<file path="config.mk">
export PLATFORM = sky130hd
export DESIGN_NAME = two_digit_seven_segment_serializer
export DESIGN_NICKNAME = d
export VERILOG_FILES = /design/src/rtl/core/ttss_pkg.sv /design/src/rtl/core/two_digit_seven_segment_serializer.sv /design/src/rtl/core/ttss_cell.sv /design/src/rtl/core/ttss_frame_gen.sv
export SDC_FILE = /design/constraint.sdc
export NUM_CORES = 1
export LEC_CHECK = 0
export BUFFER_PORTS_ARGS = -buffer_cell sky130_fd_sc_hd__buf_4
export CORE_MARGIN = 1
export CORE_UTILIZATION = 40
export CTS_BUF_LIST = sky130_fd_sc_hd__clkbuf_4 sky130_fd_sc_hd__clkbuf_8 sky130_fd_sc_hd__clkbuf_16
export CTS_CLUSTER_SIZE = 8
export DETAILED_ROUTE_END_ITERATION = 10
export GPL_TIMING_DRIVEN = 0
export PLACE_DENSITY = 0.55
export SLEW_MARGIN = 40
export SYNTH_ARGS = -nofsm -noshare
export SYNTH_HDL_FRONTEND = slang
export SYNTH_SLANG_ARGS = --single-unit
</file>
<file path="constraint.sdc">
create_clock -name clk_i -period 1.75 [get_ports clk_i]
set_clock_uncertainty 0.15 [all_clocks]
set_input_delay 0.35 -clock clk_i [delete_from_list [all_inputs] [get_ports clk_i]]
set_output_delay 0.35 -clock clk_i [all_outputs]
set_load 0.05 [all_outputs]
</file>
<file path="src/rtl/core/ttss_pkg.sv">
// Shared types, constants and segment table for the two-digit serializer.
package ttss_pkg;

  localparam int NumCells  = 32;
  localparam int FrameBits = 16;

  localparam logic [7:0] SelTens  = 8'hFD;
  localparam logic [7:0] SelOnes  = 8'hFE;
  localparam logic [7:0] SelBlank = 8'h03;
  localparam logic [7:0] SegBlank = 8'h00;
  localparam logic [6:0] MaxValue = 7'd99;

  typedef struct packed {
    logic [6:0] value;
    logic       blank;
  } in_t;

  typedef struct packed {
    logic serial_bit;
    logic latch_after;
    logic last;
  } out_t;

  typedef struct packed {
    logic valid;
    out_t data;
  } cell_t;

  // Common-cathode segment patterns for digits 0..9.
  function automatic logic [7:0] seg_lut(input logic [3:0] digit);
    logic [7:0] seg;
    unique case (digit)
      4'd0:    seg = 8'h7E;
      4'd1:    seg = 8'h06;
      4'd2:    seg = 8'hBC;
      4'd3:    seg = 8'hAE;
      4'd4:    seg = 8'hC6;
      4'd5:    seg = 8'hEA;
      4'd6:    seg = 8'hDA;
      4'd7:    seg = 8'h26;
      4'd8:    seg = 8'hFE;
      4'd9:    seg = 8'hE6;
      default: seg = SegBlank;
    endcase
    return seg;
  endfunction

endpackage

</file>
<file path="src/rtl/core/two_digit_seven_segment_serializer.sv">
// Top level: serializes a two-digit display request into shift-register bits.
//
// Usage:
//   Input channel (in_valid_i / in_ready_o / in_data_i) takes one request:
//   a value 0..99 (larger values show 99) or a blank flag.
//   Output channel (out_valid_o / out_ready_i / out_data_o) gives one
//   serial bit per transfer, MSB first, with latch_after on the 16th bit of
//   each frame and last on the final bit of the request.
//   A value yields 32 bits (tens frame, then ones frame); blank yields 16.
//   The first bit is offered the cycle after the request is accepted.
//   Throughput is one bit per cycle while the receiver takes every bit,
//   set by the 32-stage output chain that shifts one cell per transfer.
//   The next request is accepted in the same cycle the final bit of the
//   current one is taken, so runs follow each other with no gap.
//   When the receiver stalls the chain holds, and so does in_ready_o.
//   Reset empties the chain; the block is ready right after reset.
module two_digit_seven_segment_serializer (
  input  logic             clk_i,
  input  logic             rst_ni,
  input  logic             in_valid_i,
  output logic             in_ready_o,
  input  ttss_pkg::in_t    in_data_i,
  output logic             out_valid_o,
  input  logic             out_ready_i,
  output ttss_pkg::out_t   out_data_o
);
  import ttss_pkg::*;

  cell_t load_data [NumCells];
  cell_t cells     [NumCells];
  logic  shift;
  logic  load;

  ttss_frame_gen u_frame_gen (
    .req_i  (in_data_i),
    .load_o (load_data)
  );

  // Advance whenever the head is empty or being taken.
  assign shift      = !cells[0].valid || out_ready_i;
  assign in_ready_o = !cells[1].valid && shift;
  assign load       = in_valid_i && in_ready_o;

  for (genvar i = 0; i < NumCells; i++) begin : g_chain
    cell_t next;
    if (i == NumCells - 1) begin : g_tail
      assign next = '0;
    end else begin : g_mid
      assign next = cells[i+1];
    end

    ttss_cell u_cell (
      .clk_i       (clk_i),
      .rst_ni      (rst_ni),
      .shift_i     (shift),
      .load_i      (load),
      .load_data_i (load_data[i]),
      .next_i      (next),
      .q_o         (cells[i])
    );
  end

  assign out_valid_o = cells[0].valid;
  assign out_data_o  = cells[0].data;

endmodule

</file>
<file path="src/rtl/core/ttss_cell.sv">
// One stage of the output chain: holds one serial bit and its frame marks.
module ttss_cell (
  input  logic           clk_i,
  input  logic           rst_ni,
  input  logic           shift_i,
  input  logic           load_i,
  input  ttss_pkg::cell_t load_data_i,
  input  ttss_pkg::cell_t next_i,
  output ttss_pkg::cell_t q_o
);
  import ttss_pkg::*;

  cell_t cell_d, cell_q;

  always_comb begin
    cell_d = cell_q;
    if (load_i) begin
      cell_d = load_data_i;
    end else if (shift_i) begin
      cell_d = next_i;
    end
  end

  always_ff @(posedge clk_i or negedge rst_ni) begin
    if (!rst_ni) begin
      cell_q <= '0;
    end else begin
      cell_q <= cell_d;
    end
  end

  assign q_o = cell_q;

endmodule

</file>
<file path="src/rtl/core/ttss_frame_gen.sv">
// Splits a request into digits and builds the bit pattern loaded into the chain.
module ttss_frame_gen (
  input  ttss_pkg::in_t   req_i,
  output ttss_pkg::cell_t load_o [ttss_pkg::NumCells]
);
  import ttss_pkg::*;

  logic [6:0]  v_sat;
  logic [14:0] prod;
  logic [3:0]  tens;
  logic [6:0]  tens_x10;
  logic [6:0]  diff;
  logic [3:0]  ones;
  logic [15:0] word0;
  logic [15:0] word1;

  // Divide by ten via reciprocal multiply; exact for values up to 99.
  assign v_sat    = (req_i.value > MaxValue) ? MaxValue : req_i.value;
  assign prod     = {8'd0, v_sat} * 15'd205;
  assign tens     = prod[14:11];
  assign tens_x10 = {tens, 3'b000} + {2'b00, tens, 1'b0};
  assign diff     = v_sat - tens_x10;
  assign ones     = diff[3:0];

  assign word0 = req_i.blank ? {SelBlank, SegBlank} : {SelTens, seg_lut(tens)};
  assign word1 = {SelOnes, seg_lut(ones)};

  for (genvar i = 0; i < NumCells; i++) begin : g_bits
    localparam int Pos = i % FrameBits;
    if (i < FrameBits) begin : g_first
      assign load_o[i].valid            = 1'b1;
      assign load_o[i].data.serial_bit  = word0[FrameBits-1-Pos];
      assign load_o[i].data.latch_after = (Pos == FrameBits - 1);
      assign load_o[i].data.last        = req_i.blank && (Pos == FrameBits - 1);
    end else begin : g_second
      assign load_o[i].valid            = !req_i.blank;
      assign load_o[i].data.serial_bit  = word1[FrameBits-1-Pos];
      assign load_o[i].data.latch_after = (Pos == FrameBits - 1);
      assign load_o[i].data.last        = (i == NumCells - 1);
    end
  end

endmodule

</file>
======== Yosys cells after proc, flatten, opt, wreduce, memory -nomap -nowiden ========
Memory sizes are Yosys's and may differ from the RTL's.
Cells that the tools add are included.
storage, ports and cells
  flip-flop bits (word level) ............. 128
  bits in read-only memories .............. 224
  input port bits ......................... 12
  output and inout bits ................... 5
  logic and storage cells ................. 207
  memories kept ........................... 2
memories
  memory           words  width  rd ports  clocked after memory_dff  wr ports  RTL line        source
  (no name shown)  16     7      1         0                         0         ttss_pkg.sv:32  unique case (digit)
  (no name shown)  16     7      1         0                         0         ttss_pkg.sv:32
operators by class
  add/subtract/negate cells ............... 2
  $mul .................................... 1
  $lt $le $gt $ge ......................... 1
  multiplexer cells ....................... 66
  reduce and logical (&&, ||, !) cells .... 7
operator list
  cell                                                                  number
  4-bit 2-to-1 mux                                                      64
  16-bit 2-to-1 mux                                                     1
  7-bit by 8-bit multiplier with 15-bit output (second input constant)  1
  7-bit > comparator (second input constant)                            1
  7-bit 2-to-1 mux                                                      1
  4-bit adder                                                           1
  4-bit subtractor                                                      1
  1-bit zero test                                                       3
  1-bit logical AND                                                     2
  2-bit nonzero test                                                    1
  1-bit logical OR                                                      1

======== Logic depth before layout (Yosys ltp) ========
An unclocked memory read counts as a cell.
  depth after elaboration ................. 7
  gate-level depth with buffers ........... 22
  mapped depth without buffers ............ 22

======== By module ========
Synthesis repeated with hierarchy kept, for this count alone.
second synthesis, totals
  cell total of the unflattened synthesis .. 830
  area, all modules ....................... 8293.0 sq um
modules (own cells, without submodules)
  module                              instances  cells each  area each (sq um)  sequential area each (sq um)
  ttss_cell                           32         17          186.4              100.1
  ttss_frame_gen                      1          281         2289.7             0.0
  two_digit_seven_segment_serializer  1          5           37.5               0.0

======== Least setup slack after synthesis ========
OpenSTA, ideal clock, no wires.
  path type ............................... input to register
  start point ............................. input in_data_i[6] (netlist name)
  end point ............................... register g_chain[25].u_cell.cell_q, in the netlist g_chain[25].u_cell.q_o[2]
  library setup time ...................... 0.096 ns
  arrival time ............................ 4.982 ns
  data required time ...................... 1.504 ns
  setup slack ............................. -3.477 ns
  cell stages on the path ................. 18
  path buffers ............................ 1
  path through ............................ dlygate4sd3_1 -> ha_1 -> inv_1 -> fa_1 -> inv_1 -> ha_1 -> fa_1 -> ha_1 -> or3_1 -> a41oi_2 -> o21ai_1 -> xor2_1 -> ha_1 -> xnor2_1 -> xnor2_4 -> nor2_1 -> nor2_1 -> o31ai_1
between the ends
  word-level cells in the longest chain between the ends .. 7
RTL lines
  element                                       RTL line                                  source
  start: declaration                            two_digit_seven_segment_serializer.sv:22  input ttss_pkg::in_t in_data_i,
  7-bit > comparator                            ttss_frame_gen.sv:18                      assign v_sat = (req_i.value > MaxValue) ? MaxValue : req_i.value;
  7-bit 2-to-1 mux *                            ttss_frame_gen.sv:18
  7-bit by 8-bit multiplier with 15-bit output  ttss_frame_gen.sv:19                      assign prod = {8'd0, v_sat} * 15'd205;
  4-bit adder                                   ttss_frame_gen.sv:21                      assign tens_x10 = {tens, 3'b000} + {2'b00, tens, 1'b0};
  4-bit subtractor *                            ttss_frame_gen.sv:22                      assign diff = v_sat - tens_x10;
  memory read 16 x 7 bit *                      --
  4-bit 2-to-1 mux *                            ttss_cell.sv:17                           if (load_i) begin
  end signal: assignment                        ttss_cell.sv:28                           cell_q <= cell_d;
  end: declaration                              ttss_cell.sv:13                           cell_t cell_d, cell_q;
Every way passes the cells marked *; elsewhere a longest branch is shown, timed or not.
A chain may end at the register's enable or synchronous reset.

======== Worst setup path in the final report ========
  start point ............................. input in_data_i[6] (netlist name)
  end point ............................... register g_chain[27].u_cell.cell_q, in the netlist g_chain[27].u_cell.q_o[2]
between the ends
  word-level cells in the longest chain between the ends .. 7
RTL lines
  element                                       RTL line
  7-bit > comparator                            ttss_frame_gen.sv:18
  7-bit 2-to-1 mux *                            ttss_frame_gen.sv:18
  7-bit by 8-bit multiplier with 15-bit output  ttss_frame_gen.sv:19
  4-bit adder                                   ttss_frame_gen.sv:21
  4-bit subtractor *                            ttss_frame_gen.sv:22
  memory read 16 x 7 bit *                      --
  4-bit 2-to-1 mux *                            ttss_cell.sv:17
  end signal: assignment                        ttss_cell.sv:28
  end: declaration                              ttss_cell.sv:13
Marks and branches as above.

==> out/metrics.yaml <==
outcome:
  status: "complete, but fails checks"
  violations: "setup timing"
logic_synthesis:
  ys_ff_latch: 111
  synth_common_cells: "nand2_1, dfrtp_1, a21oi_1"
  synth.largest_area_cell: "dfrtp_1"
  syn_area_per_cell_um2: 9.27
  yosysWarnings: 0
  async_flop_share: 1.00
  synth_area_leaders: "dfrtp_1, nand2_1, ha_1, a21oi_1, o21ai_0"
  dominantRegCellSynth: "dfrtp_1"
  syn_inst: 624
  synth_seq_area_share: 0.480
  post-synth-top-count-cell: "nand2_1"
  synth_cell_types: 52
  synth_top_area_share: 0.480
  syn_area_um2: 5790
  synth_nets: 684
  synth_edf_count: 0
placed_design:
  dp_hpwl_um: 8480
  placed_area_um2: 6370
  io_buffer_count: 16
  gp_congestion: 0.791
cts:
  cts_buffers: 9
  htreeDepth: 3
  cts-root-buf: "clkbuf_16"
  cts.sinks: 111
  clock_latency_ns: 0.35
  clk_pin_slew_worst_paths_ns: 0.07
  clk_path_buf_depth: 2
  cts_tree: "yes"
worst_setup_path:
  rr_endpoint: "g_chain[27].u_cell.q_o[2]"
  crit_arrival_ns: 4.51
  critPathKind: "in -> reg"
  critical_path.endpoint_type: "flop"
  worstPathMaxFanout: 6
  start_kind: "primary input"
  cp.required_ns: 1.83
  rr_worst_depth: 7
  reg2reg_slack_ns: -0.09
  worst_r2r_startpoint: "g_chain[0].u_cell.q_o[3]"
drt:
  drt-total-wl_um: 12500
  routed_via_density: 5.18
  first_iter_violations: 254
  drt-wirelength-per-cell_um: 14.4
  dr.pass1.iters: 4
  vias: 4496
  drc: 0
  ant_nets: 0
layout:
  drive_above_1_share: 0.250
  antenna_cells: 0
  layout.nets: 743
  final_core_utilization: 0.525
  fillers: 1275
  area_growth_pct: 26.8
  largest_reg_flops: 111
  final_area_um2: 7340
pwr:
  power_density_nw_per_um2: 1540
  leakage_nw: 3.33
  vdd.ir_drop.worst_mv: 0.653
sta:
  fin_ws_ns: -2.67
  final-setup-viol-count: 14
  hold_viol_final: 0
  timing.final.crit_share: 2.53
  period_minus_slack_ns: 4.42
  max_freq_ghz: 0.226
  rsz0062_at_grt: "true"
  slew_viol_final: 0
  slew_headroom: 0.657
  worst_pin_slew_ns: 0.514
global_route:
  grt_pass1_wl_um: 21200
  grt_antenna_before_repair: 0
  grt_overflow: 0
  grt_max_degree: 112
  grt_usage: 0.180
  grt_pass1_vias: 4535
floorplanning:
  initial_utilization: 0.414
  boundaryPins: 17
  core_area_um2: 14000
  fp.dieH_um: 122
  num_rows: 43
  fp.dieW_um: 122
  dieArea_um2: 15000
hold_path:
  worstHoldPathCells: 2
  min_delay_worst_endpoint: "g_chain[0].u_cell.q_o[3]"
  hp-class: "in -> reg"
  min_from: "in_valid_i"
run:
  drv_cap: 0
==> where the power goes <==
group,switching (mW),internal (mW)
Combinational,2.70,2.44
Clock,0.965,1.27
Sequential,0.487,3.44
==> what timing repair did <==
action,in CTS,in global routing
gates cloned,1,0
setup endpoints to repair,102,102
pin swaps,26,20
endpoints found under the hold margin,111,0
gates resized for setup,53,47
buffers inserted,21,10
hold buffers,1,0
==> cell type report <==
| type | instances | area [µm²] | area share |
|---|---|---|---|
| multi-input cells | 451 | 3220 | 0.439 |
| flip-flops and latches | 111 | 2780 | 0.379 |
| repair buffers | 47 | 443 | 0.0604 |
| plain buffers | 40 | 255 | 0.0348 |
| clock buffers | 9 | 225 | 0.0307 |
| well taps | 180 | 225 | 0.0307 |
| clock inverters | 7 | 104 | 0.0142 |
| inverters | 23 | 86.3 | 0.0118 |
==> critical path, stage by stage <==
cell      delay (ns)
buf_12          0.09
nand2_8         0.05
and2_4          0.17
ha_4            0.27
inv_2           0.04
fa_1            0.48
inv_2           0.04
ha_4            0.21
fa_1            0.49
ha_2            0.20
or3_4           0.37
a41oi_4         0.23
o211a_4         0.26
xnor2_4         0.10
o211ai_1        0.27
o311ai_4        0.20
xnor2_4         0.31
mux2i_1         0.28
o31ai_2         0.07
==> cells in the final DEF (no fill, tap or decap), drive strengths merged, types with 2 or more instances in the layout <==
cell / synthesis / layout
and3: 3 / 3
a21o: 3 / 3
clkbuf: 34 / 39
nor2: 15 / 15
clkinv: 0 / 2
o21ai: 36 / 36
a31oi: 2 / 2
or3: 2 / 2
nand2: 179 / 179
dlygate4sd3: 2 / 2
buf: 4 / 55
o22ai: 2 / 2
bufinv: 0 / 2
o211a: 3 / 3
o221a: 4 / 4
o31ai: 4 / 4
a21oi: 79 / 79
nor3: 2 / 2
xnor2: 7 / 8
and2: 3 / 3
mux2i: 5 / 5
a22oi: 5 / 5
a41oi: 2 / 2
fa: 8 / 8
xor2: 4 / 4
nand3: 26 / 26
dfrtp: 111 / 111
inv: 23 / 25
ha: 40 / 40
==> metrics by stage <==
| step | std cells | hold WS (ns) | TNS [ns] | setup slack, ns | power, mW |
|---|---|---|---|---|---|
| after floorplan | 624 | -0.0956 | -41.75 | -2.75 | 6.96 |
| after global placement | 820 | 0.310 | -67.06 | -3.26 | 7.76 |
| after detailed placement | 820 | 0.321 | -66.94 | -3.37 | 7.90 |
| after CTS | 859 | 0.0569 | -35.00 | -2.62 | 10.8 |
| after global routing | 868 | 0.0613 | -37.67 | -2.78 | 12.1 |
| final | 868 | 0.0696 | -35.84 | -2.67 | 11.3 |
==> cells by family (layout without fill, tap and decap cells) <==
logic type	count (synthesis)	count (layout)	share of synthesized area
and+or+nand+nor	237	237	0.168
AOI/OAI and AO/OA	148	148	0.155
DFF	111	111	0.480
buffers and inverters	63	126	0.0430
adders and majority gates	48	48	0.114
xor gates and xnor gates	11	12	0.0290
muxes	6	6	0.0106
==> layer usage <==
layer,up-vias,wire [µm],GRT usage
li1,2221,-,-
met2,52,6420,0.309
met3,6,402,0.0362
met4,0,91,0.0412
met5,-,0,0
met1,2217,5620,0.233
==> worst max-delay path by stage <==
stage,start,endpoint,slack (ns),depth (start not counted)
2_1_floorplan,in_data_i[3],g_chain[27].u_cell.q_o[2],-2.75,20
3_3_place_gp,in_data_i[6],g_chain[25].u_cell.q_o[2],-3.26,19
3_5_place_dp,in_data_i[6],g_chain[25].u_cell.q_o[2],-3.37,19
4_1_cts,in_data_i[6],g_chain[27].u_cell.q_o[2],-2.62,19
5_1_grt,in_data_i[6],g_chain[24].u_cell.q_o[2],-2.78,19
6_report,in_data_i[6],g_chain[27].u_cell.q_o[2],-2.67,19
No activity file was read; power rests on OpenSTA's default activity.
